### src/hdl/sfcm_pkg.sv
// shared types, constants and colour stop tables for the scalar false colour mapper
// no dependencies
package sfcm_pkg;

  localparam int PosW    = 17;  // position 0..65536, 16 fraction bits
  localparam int StopCnt = 27;

  typedef struct packed {
    logic signed [15:0] sample_value;
    logic               sample_invalid;
  } in_t;

  typedef struct packed {
    logic [7:0] red;
    logic [7:0] green;
    logic [7:0] blue;
    logic [7:0] alpha;
  } out_t;

  // control bits that travel with each word through the stages
  typedef struct packed {
    logic valid;
    logic invalid;
  } tag_t;

  typedef enum logic [1:0] {
    REG_RANGE_LOW     = 2'd0,
    REG_RANGE_HIGH    = 2'd1,
    REG_RAMP_PRESET   = 2'd2,
    REG_INVALID_COLOR = 2'd3
  } reg_idx_e;

  localparam logic [2:0] PRESET_GRAY   = 3'd0;
  localparam logic [2:0] PRESET_TURBO  = 3'd4;

  localparam logic [15:0] RANGE_HIGH_RST    = 16'h7fff;
  localparam logic [31:0] INVALID_COLOR_RST = 32'hff00ffff;

  localparam logic [4:0] RAMP_FIRST [4] = '{5'd0, 5'd5, 5'd12, 5'd19};
  localparam logic [3:0] RAMP_COUNT [4] = '{4'd5, 4'd7, 4'd7, 4'd8};

  // stop positions as round(h * 65536 / 100)
  localparam logic [PosW-1:0] STOP_POS [StopCnt] = '{
    17'd0, 17'd16384, 17'd32768, 17'd49152, 17'd65536,
    17'd0, 17'd9830, 17'd19661, 17'd29491, 17'd39322, 17'd49152, 17'd65536,
    17'd0, 17'd11141, 17'd22282, 17'd32768, 17'd43909, 17'd55050, 17'd65536,
    17'd0, 17'd9175, 17'd18350, 17'd27525, 17'd36700, 17'd45875, 17'd55050,
    17'd65536
  };

  // stop colours in thousandths
  localparam logic [9:0] STOP_R [StopCnt] = '{
    10'd100, 10'd120, 10'd960, 10'd980, 10'd820,
    10'd267, 10'd283, 10'd254, 10'd207, 10'd128, 10'd267, 10'd993,
    10'd1, 10'd111, 10'd316, 10'd594, 10'd857, 10'd988, 10'd987,
    10'd190, 10'd145, 10'd23, 10'd187, 10'd627, 10'd956, 10'd892, 10'd480
  };
  localparam logic [9:0] STOP_G [StopCnt] = '{
    10'd180, 10'd680, 10'd960, 10'd700, 10'd80,
    10'd5, 10'd141, 10'd265, 10'd372, 10'd567, 10'd749, 10'd906,
    10'd0, 10'd64, 10'd71, 10'd176, 10'd360, 10'd647, 10'd991,
    10'd72, 10'd365, 10'd627, 10'd808, 10'd897, 10'd706, 10'd314, 10'd16
  };
  localparam logic [9:0] STOP_B [StopCnt] = '{
    10'd840, 10'd920, 10'd900, 10'd160, 10'd120,
    10'd329, 10'd458, 10'd530, 10'd553, 10'd551, 10'd441, 10'd144,
    10'd14, 10'd262, 10'd485, 10'd501, 10'd410, 10'd211, 10'd749,
    10'd232, 10'd901, 10'd886, 10'd559, 10'd196, 10'd95, 10'd87, 10'd10
  };

endpackage

### src/hdl/sfcm_position.sv
// range normalization: sample to unsigned position with 16 fraction bits
// one setup stage and four restoring divider stages of four bits each; uses sfcm_pkg
module sfcm_position (
  input  logic                     clk_i,
  input  logic                     rst_ni,
  input  logic                     en_i,
  input  sfcm_pkg::tag_t           tag_i,
  input  logic signed [15:0]       sample_i,
  input  logic signed [15:0]       range_low_i,
  input  logic signed [15:0]       range_high_i,
  output sfcm_pkg::tag_t           tag_o,
  output logic [sfcm_pkg::PosW-1:0] pos_o
);
  import sfcm_pkg::*;

  tag_t              tag_q   [5];
  logic [15:0]       rem_q   [5];
  logic [15:0]       den_q   [5];
  logic [15:0]       quo_q   [5];
  logic              fix_q   [5];
  logic [PosW-1:0]   fixv_q  [5];

  logic signed [17:0] num_s, den_s, num_a, den_a;
  logic               fix_d;
  logic [PosW-1:0]    fixv_d;
  logic [15:0]        rem_d [4];
  logic [15:0]        quo_d [4];

  always_comb begin
    num_s = 18'(sample_i) - 18'(range_low_i);
    den_s = 18'(range_high_i) - 18'(range_low_i);
    if (den_s < 0) begin
      num_a = -num_s;
      den_a = -den_s;
    end else begin
      num_a = num_s;
      den_a = den_s;
    end
    fix_d  = 1'b1;
    fixv_d = '0;
    if (den_s == 0) begin
      fixv_d = PosW'(32768);
    end else if (num_a <= 0) begin
      fixv_d = '0;
    end else if (num_a >= den_a) begin
      fixv_d = PosW'(65536);
    end else begin
      fix_d = 1'b0;
    end
  end

  // four quotient bits per stage
  always_comb begin
    logic [16:0] r2;
    logic [15:0] r;
    logic [15:0] q;
    for (int s = 0; s < 4; s++) begin
      r = rem_q[s];
      q = quo_q[s];
      for (int b = 0; b < 4; b++) begin
        r2 = {r, 1'b0};
        if (r2 >= {1'b0, den_q[s]}) begin
          r = 16'(r2 - {1'b0, den_q[s]});
          q = {q[14:0], 1'b1};
        end else begin
          r = r2[15:0];
          q = {q[14:0], 1'b0};
        end
      end
      rem_d[s] = r;
      quo_d[s] = q;
    end
  end

  always_ff @(posedge clk_i or negedge rst_ni) begin
    if (!rst_ni) begin
      for (int s = 0; s < 5; s++) tag_q[s] <= '0;
    end else if (en_i) begin
      tag_q[0] <= tag_i;
      for (int s = 1; s < 5; s++) tag_q[s] <= tag_q[s-1];
    end
  end

  always_ff @(posedge clk_i) begin
    if (en_i) begin
      rem_q[0]  <= num_a[15:0];
      den_q[0]  <= den_a[15:0];
      quo_q[0]  <= '0;
      fix_q[0]  <= fix_d;
      fixv_q[0] <= fixv_d;
      for (int s = 1; s < 5; s++) begin
        rem_q[s]  <= rem_d[s-1];
        den_q[s]  <= den_q[s-1];
        quo_q[s]  <= quo_d[s-1];
        fix_q[s]  <= fix_q[s-1];
        fixv_q[s] <= fixv_q[s-1];
      end
    end
  end

  assign tag_o = tag_q[4];
  assign pos_o = fix_q[4] ? fixv_q[4] : {1'b0, quo_q[4]};

endmodule

### config.mk
export PLATFORM = sky130hd
export DESIGN_NAME = sfcm_position
export DESIGN_NICKNAME = d
export VERILOG_FILES = /design/src/hdl/sfcm_pkg.sv /design/src/hdl/sfcm_position.sv
export SDC_FILE = /design/constraint.sdc
export NUM_CORES = 1
export LEC_CHECK = 0
export ABC_AREA = 1
export BUFFER_PORTS_ARGS = -buffer_cell sky130_fd_sc_hd__clkbuf_2
export CAP_MARGIN = 15
export CORE_MARGIN = 8
export CORE_UTILIZATION = 55
export CTS_CLUSTER_DIAMETER = 50
export DETAILED_ROUTE_END_ITERATION = 6
export GPL_TIMING_DRIVEN = 0
export PLACE_DENSITY = 0.83
export REMOVE_ABC_BUFFERS = 1
export SYNTH_ARGS = -nofsm -noshare
export SYNTH_HDL_FRONTEND = slang
export SYNTH_SLANG_ARGS = --single-unit
export TNS_END_PERCENT = 5
### constraint.sdc
create_clock -name clk_i -period 23.5 [get_ports clk_i]
set_input_delay 3.525 -clock clk_i [delete_from_list [all_inputs] [get_ports clk_i]]
set_output_delay 3.525 -clock clk_i [all_outputs]
set_load 0.02 [all_outputs]
==> reports/metrics.cfg <==
[sta]
layout_setup_ws_ps = 13890
fmax_ghz = 0.104
min_period_ps = 9610
period_share = 0.409
rsz0062_at_grt = false
fin_skew_ps = 17.9
tightest_slew_ps = 776
finalMaxSlewViolations = 0
maxSlewHeadroom = 0.483
fin_tns_setup_ps = 0
hold_viol = 0
setup_violations = 0

[grt]
grt_usage = 0.239
grt_max_degree = 108
gr-total-overflow = 0
grt_pass1_vias = 19800
grt_pass1_wl_um = 95000
antenna_found_initial = 0

[synthesis]
seq_area_frac_synth = 0.251
yosysWarnings = 0
ys_ff_latch = 193
syn_inst = 3208
async_reset_ff_frac = 0.0518
synth_cell_type_count = 63
syn_avg_cell_area_um2 = 7.13
synth_enable_flop_cells = 183
synth-main-ff-cell = edfxtp_1
syn-cell-area_um2 = 22900

[placement]
port-buffer-count = 71
dp_cells = 3763
dp_hpwl_um = 46000
gp_congestion = 0.979
place_ws_ps = 13590

[die]
fp-row-count = 74
pin_count = 72
dieHeight_um = 220
dieArea_um2 = 48300
die-width_um = 220
start_util = 0.559
core_area_um2 = 40900

[detailed_routing]
drt_iter0_markers = 1504
routed_wl_um = 57900
ant_nets = 0
wl_per_cell_um = 15.2
vias = 21200
drc = 0
via_per_inst = 5.57
drtPass1Iterations = 7

[setup_path]
crit_required_ps = 23710
cp_slowest_cell = edfxtp_1
max_stage_delay_ps = 700
critPathTopFamily = compound AO/OA/AOI/OAI gates
cp_num_buf_inv = 4
start_kind = flop
cp_common_cell = nand2_1
path_class = reg2reg
end_kind = flop
crit_arrival_ps = 9820
cp_max_fo = 27

[min_path]
hp-class = reg2reg

[clock_tree]
cts_sinks = 193
clock_latency_ps = 470
clk_path_buf_depth = 2
cts_hold_buf = 0
cts_resized = 0
clockRootBuffer = clkbuf_16
numCtsBuffers = 17
htreeDepth = 4
cts.clk_slew.worst_paths_ps = 100
postCtsSetupBuffers = 0
cts_tree = done

[cells_and_area]
n_fill_cell = 3799
post_route_cells_drive_above_1_share = 0.0588
area_growth_pct = 6.39
stdcell_count = 3798
final_common_cell = nand2_1
insertedDiodeCount = 0
final_nets = 3608
final_cell_mix = nand2_1, inv_1, ha_1

[outcome]
status = finished clean

[flow_run]
maxCapViolCount = 0

[cell usage after synthesis, types with 3 or more instances]
| master | count | area, µm² |
|---|---|---|
| a21boi_0 | 15 | 113 |
| clkbuf_1 | 9 | 33.8 |
| o21a_1 | 6 | 45.0 |
| nand3_1 | 149 | 746 |
| buf_6 | 11 | 124 |
| buf_2 | 11 | 55.1 |
| nand2_2 | 14 | 87.6 |
| buf_4 | 17 | 128 |
| edfxtp_1 | 183 | 5500 |
| o2111ai_1 | 8 | 70.1 |
| a21oi_1 | 246 | 1230 |
| a211oi_1 | 7 | 52.6 |
| nand2_1 | 910 | 3420 |
| a31oi_1 | 18 | 113 |
| a221oi_1 | 3 | 26.3 |
| a21oi_2 | 3 | 26.3 |
| nand3b_1 | 5 | 37.5 |
| o31ai_1 | 4 | 30.0 |
| nand4_1 | 45 | 282 |
| dfrtp_1 | 10 | 250 |
| a31o_2 | 3 | 26.3 |
| inv_1 | 361 | 1360 |
| mux2_2 | 3 | 33.8 |
| xor2_1 | 129 | 1130 |
| nand3_2 | 9 | 90.1 |
| nor4_1 | 13 | 81.3 |
| nor2_2 | 4 | 25.0 |
| nor2_1 | 225 | 845 |
| fa_1 | 6 | 120 |
| o21bai_1 | 13 | 97.6 |
| nand2_4 | 3 | 33.8 |
| nor3_1 | 29 | 145 |
| o211ai_1 | 5 | 37.5 |
| a21o_1 | 21 | 158 |
| xnor2_1 | 111 | 972 |
| o21ai_0 | 186 | 931 |
| nor2_4 | 4 | 45.0 |
| o21ai_1 | 56 | 280 |
| ha_1 | 296 | 3700 |
| or2_2 | 11 | 68.8 |
| inv_2 | 18 | 67.6 |
[kinds of logic after synthesis]
logic type | share of synthesized area
simple gates | 0.263
fa+ha+maj | 0.167
xor+xnor | 0.0919
mux | 0.00192
flops | 0.251
other cells | 0.000164
buf+inv | 0.0781
compound gates | 0.146
[flip-flops by register name, indices dropped and copies added (netlist names)]
signal / cells
tag_o: 2
tag_q: 8
quo_q: 40
fixv_q: 10
den_q: 64
fix_q: 5
rem_q: 64
[final timing paths]
path | to | start | depth (start not counted) | slack [ps]
worst max-delay path | rem_q[0][51] | den_q[0][32] | 45 | 13890
worst min-delay path | quo_q[0][52] | quo_q[0][32] | 0 | 410
worst max register to register | rem_q[0][51] | den_q[0][32] | 45 | 13890
worst min register to register | quo_q[0][52] | quo_q[0][32] | 0 | 410
max in group asynchronous | tag_q[7] | rst_ni | 1 | 20400
min in group asynchronous | tag_o[1] | rst_ni | 1 | 2900
[worst reg2reg max path: cells and delay by family, from the launching register on]
kind	cells	cell delay (ps)
XOR/XNOR	1	140
flip-flops	1	700
adder cells (fa/ha/maj)	4	1480
AND/OR/NAND/NOR	20	2780
buffers and inverters	4	980
AO/OA/AOI/OAI	16	3300
[per-stage QoR]
stage / hold WS [ps] / cell area, µm² / utilization
after global routing: 431 / 24300 / 0.594
after detailed placement: 405 / 23600 / 0.577
after global placement: 400 / 23500 / 0.575
after floorplan: 400 / 22500 / -
final: 411 / 24300 / 0.594
after CTS: 414 / 24300 / 0.593
[area by class of cell]
type | instances | area [µm²] | area share
clock buffers | 17 | 425 | 0.0175
clock inverters | 15 | 240 | 0.00988
inverters | 381 | 1440 | 0.0591
multi-input cells | 2584 | 15300 | 0.630
flip-flops and latches | 193 | 5750 | 0.236
well taps | 532 | 666 | 0.0274
repair buffers | 76 | 477 | 0.0196
[layer usage]
| layer | share of wire | wire, µm | global-route usage | up-vias |
|---|---|---|---|---|
| li1 | - | - | - | 10900 |
| met1 | 0.45 | 25800 | 0.304 | 9505 |
| met2 | 0.47 | 27100 | 0.407 | 624 |
| met3 | 0.050 | 2890 | 0.0237 | 153 |
| met4 | 0.037 | 2170 | 0.104 | 0 |
| met5 | 0 | 0 | 0 | - |
Power is left out: the tool's default activity adds up to more than one toggle a clock period on the data nets, which glitch-free logic cannot reach.
